File: src/hw/rtl/swm_pkg.sv
// Package: types and constants of the sliding window maximum block.
`timescale 1ns / 1ps
package swm_pkg;

  localparam int DATA_W         = 32;
  localparam int CFG_W          = 7;
  localparam int MAX_WINDOW_DEF = 64;

  typedef logic signed [DATA_W-1:0] sample_t;
  typedef logic [CFG_W-1:0]         width_t;

  localparam width_t  WIDTH_RESET = width_t'(3);
  localparam sample_t SAMPLE_MIN  = {1'b1, {(DATA_W-1){1'b0}}};

endpackage

File: src/hw/rtl/swm_cell.sv
// One cell of the max chain: holds the maximum of the last INDEX+1 samples.
`timescale 1ns / 1ps
module swm_cell
  import swm_pkg::*;
#(
  parameter int IDX_W = 6,
  parameter int INDEX = 0
) (
  input  logic             clk,
  input  logic             shift_en,
  input  sample_t          sample,
  input  sample_t          prev_max,
  input  logic [IDX_W-1:0] sel,
  output sample_t          cell_max,
  output sample_t          tap
);

  sample_t max_r;

  // Advance: new sample against the neighbor's shorter-window maximum.
  always_ff @(posedge clk) begin
    if (shift_en) begin
      max_r <= (sample > prev_max) ? sample : prev_max;
    end
  end

  assign cell_max = max_r;
  assign tap      = (sel == IDX_W'(INDEX)) ? max_r : '0;

endmodule

File: config.mk
export PLATFORM = sky130hd
export DESIGN_NAME = swm_cell
export DESIGN_NICKNAME = d
export VERILOG_FILES = /design/src/hw/rtl/swm_pkg.sv /design/src/hw/rtl/swm_cell.sv
export SDC_FILE = /design/constraint.sdc
export NUM_CORES = 1
export LEC_CHECK = 0
export BUFFER_PORTS_ARGS = -buffer_cell sky130_fd_sc_hd__buf_2
export CAP_MARGIN = 20
export CORE_MARGIN = 2
export CORE_UTILIZATION = 32
export DETAILED_ROUTE_END_ITERATION = 8
export SKIP_LAST_GASP = 1
export SLEW_MARGIN = 20
export SYNTH_ARGS = -nofsm -noshare
export SYNTH_HDL_FRONTEND = slang
export SYNTH_SLANG_ARGS = --single-unit
File: constraint.sdc
create_clock -name clk -period 3.75 [get_ports clk]
set_clock_uncertainty 0.15 [all_clocks]
set_input_delay 0.75 -clock clk [delete_from_list [all_inputs] [get_ports clk]]
set_output_delay 0.75 -clock clk [all_outputs]
set_load 0.02 [all_outputs]
==> flow_summary.yaml <==
setup_path:
  critPathCaptureType: "flip-flop"
  startpoint_type: "input port"
  crit_fanout: 27
  setup.worst_path.class: "input port to flip-flop"
  cp_slowest_stage_delay_ns: 0.62
  arrival_ns: 3.14
  cp_cell_sequence: "buf_2 > ha_1 > a21oi_1 > o21ai_0 > a2111oi_0 > o211ai_1 > o211ai_4 > buf_12 > mux2_1"
  cpMaxStageDelayCell: "a2111oi_0"
  required_ns: 3.63
logic_synthesis:
  yosys_register_bits: 32
  ys_seq_area_frac: 0.4031
  async_flop_share: 0
  synth_edf_count: 32
  synth_top_area_share: 0.4031
  synthCells: 218
  synth_xor_area_frac: 0
  synth_nets: 322
  synth_flop_cell: "edfxtp_1"
  synth_adder_area_share: 0.1680
  synthTopCellsByCount: "inv_1 (33), and2_1 (32), edfxtp_1 (32), ha_1 (32), mux2_1 (30)"
  synth_area_leaders: "edfxtp_1 (40%), ha_1 (17%), mux2_1 (14%), and2_1 (8.4%), inv_1 (5.2%)"
  yosysTopAreaCell: "edfxtp_1"
  synth_area_um2: 2384
  post-synth-top-count-cell: "inv_1"
  synth_area_per_cell_um2: 10.93
  synth_simple_gate_area_frac: 0.1391
  synth_top_family_by_area: "adder cells"
  ys_warn_count: 0
  synth-compound-area-share: 0.06772
  synthMuxAreaShare: 0.1512
  ys_types: 26
worst_hold_path:
  holdPathStages: 2
  hold_class: "input port to flip-flop"
placement:
  hpwl_mm: 4.720
  portBuffers: 135
  gp_congestion: 0.7189
run_status:
  status: "complete, no violations"
die:
  coreArea_um2: 7214
  die_height_um: 90.31
  start_util: 0.3304
  dieArea_um2: 8155
  die_w_um: 90.31
  core.rowCount: 31
  io-pin-count: 136
timing:
  relSlewSlack: 0.4882
  tightest_slew_ns: 0.7677
  fmax_mhz: 306.8
  finalCritPeriodShare: 0.8691
  fin_setup_tns_ns: 0
  finalSetupViolations: 0
  slew_viol_final: 0
  rsz0062_at_grt: "no"
  min_period_ns: 3.259
  final_hold_viol_count: 0
clock_network:
  htree_num_levels: 2
  ctsHoldBuffers: 0
  cts_buffers: 5
  cts_resized: 0
  clkSinkCount: 32
  postCtsSetupBuffers: 0
  cts-root-buf: "clkbuf_8"
  path_clk_slew_ns: 0.07
  cts_tree: "done"
  clockBufferDepth: 2
drt:
  drt_iter0_markers: 55
  vias: 2046
  wl_mm: 5.840
  wire_per_inst_um: 12.75
  remaining_drc_errors: 0
  vias_per_cell: 4.467
  final_antenna_net_count: 0
  first_pass_iters: 6
cells_and_area:
  multi_input_area_um2: 1267
  utilization: 0.4542
  largest_register_ffs: 32
  fillers: 714
  area_growth_pct: 37.48
  diodes: 0
  seq_area_um2: 960.9
  drive_gt1_frac: 0.4206
  fin_nets: 462
run:
  maxCapViolCount: 0
global_routing:
  grt_max_degree: 33
  grt_overflow: 0
  track_usage: 0.1489
  grt_first_pass_wirelength_mm: 9.687
  grt_pass1_vias: 2058
  antenna_found_initial: 0
pwr:
  peakVddDrop_v: 0.0001158
  total_power_mw: 1.022
  cellPowerDensity_nw_per_um2: 311.8
  power_leakage_nw: 1.713
==> stage by stage <==
step | hold WS, ns | std cells | setup slack (ns) | cell area [um2]
finish | 0.6098 | 458 | 0.4910 | 3277
global route | 0.6064 | 458 | 0.2766 | 3277
CTS | 0.6016 | 458 | 0.4876 | 3277
detailed placement | 0.9058 | 450 | 0.1916 | 3194
global placement | 0.9046 | 450 | 0.2708 | 3194
floorplan | 0.7125 | 218 | 0.6078 | 2384
==> logic make-up (layout without fill, tap and decap cells) <==
| group | count (synthesis) | after routing |
|---|---|---|
| buffers and inverters | 39 | 180 |
| DFF | 32 | 32 |
| AOI/OAI and AO/OA | 25 | 25 |
| and+or+nand+nor | 58 | 58 |
| muxes | 32 | 32 |
| adders and majority gates | 32 | 32 |
==> cell type report <==
class / count / area share
clock buffer: 5 / 0.02100
timing repair buffer: 139 / 0.2192
multi-input combinational: 147 / 0.3868
sequential: 32 / 0.2932
inverter: 33 / 0.03780
tap: 99 / 0.03780
clock inverter: 3 / 0.004200
==> critical path, delay by kind of cell <==
| family | cells | cell delay (ns) |
|---|---|---|
| AOI/OAI and AO/OA | 5 | 1.39 |
| muxes | 1 | 0.35 |
| buffers and inverters | 2 | 0.34 |
| adders and majority gates | 1 | 0.30 |
==> routing by layer <==
layer / vias to the layer above / wire, um / global-route usage
met5: - / 0 / 0
met4: 0 / 149 / 0.05769
met3: 11 / 347 / 0.03506
met2: 73 / 2755 / 0.2481
met1: 911 / 2586 / 0.1870
li1: 1051 / - / -
==> power by group <==
group	switching (mW)	internal, mW
combinational	0.167	0.131
sequential	0.0156	0.446
clock	0.136	0.126
==> cells in the final DEF (no fill, tap or decap), types with 2 or more instances in the layout <==
master,n
and2_1,32
edfxtp_1,32
a21oi_1,13
ha_1,32
o21ai_0,2
nand4_1,4
clkinv_2,2
buf_2,135
a21o_1,3
buf_4,3
clkbuf_8,5
nand3_1,4
inv_1,33
or4_1,2
mux2_1,30
nor3_1,2
nand2_1,10
mux2_2,2
==> final timing paths <==
check,startpoint,slack (ns),endpoint
setup / recovery,sample[17],0.49,cell_max[25]
hold / removal,sample[13],0.61,cell_max[13]
(Power assumes the default switching activity.)
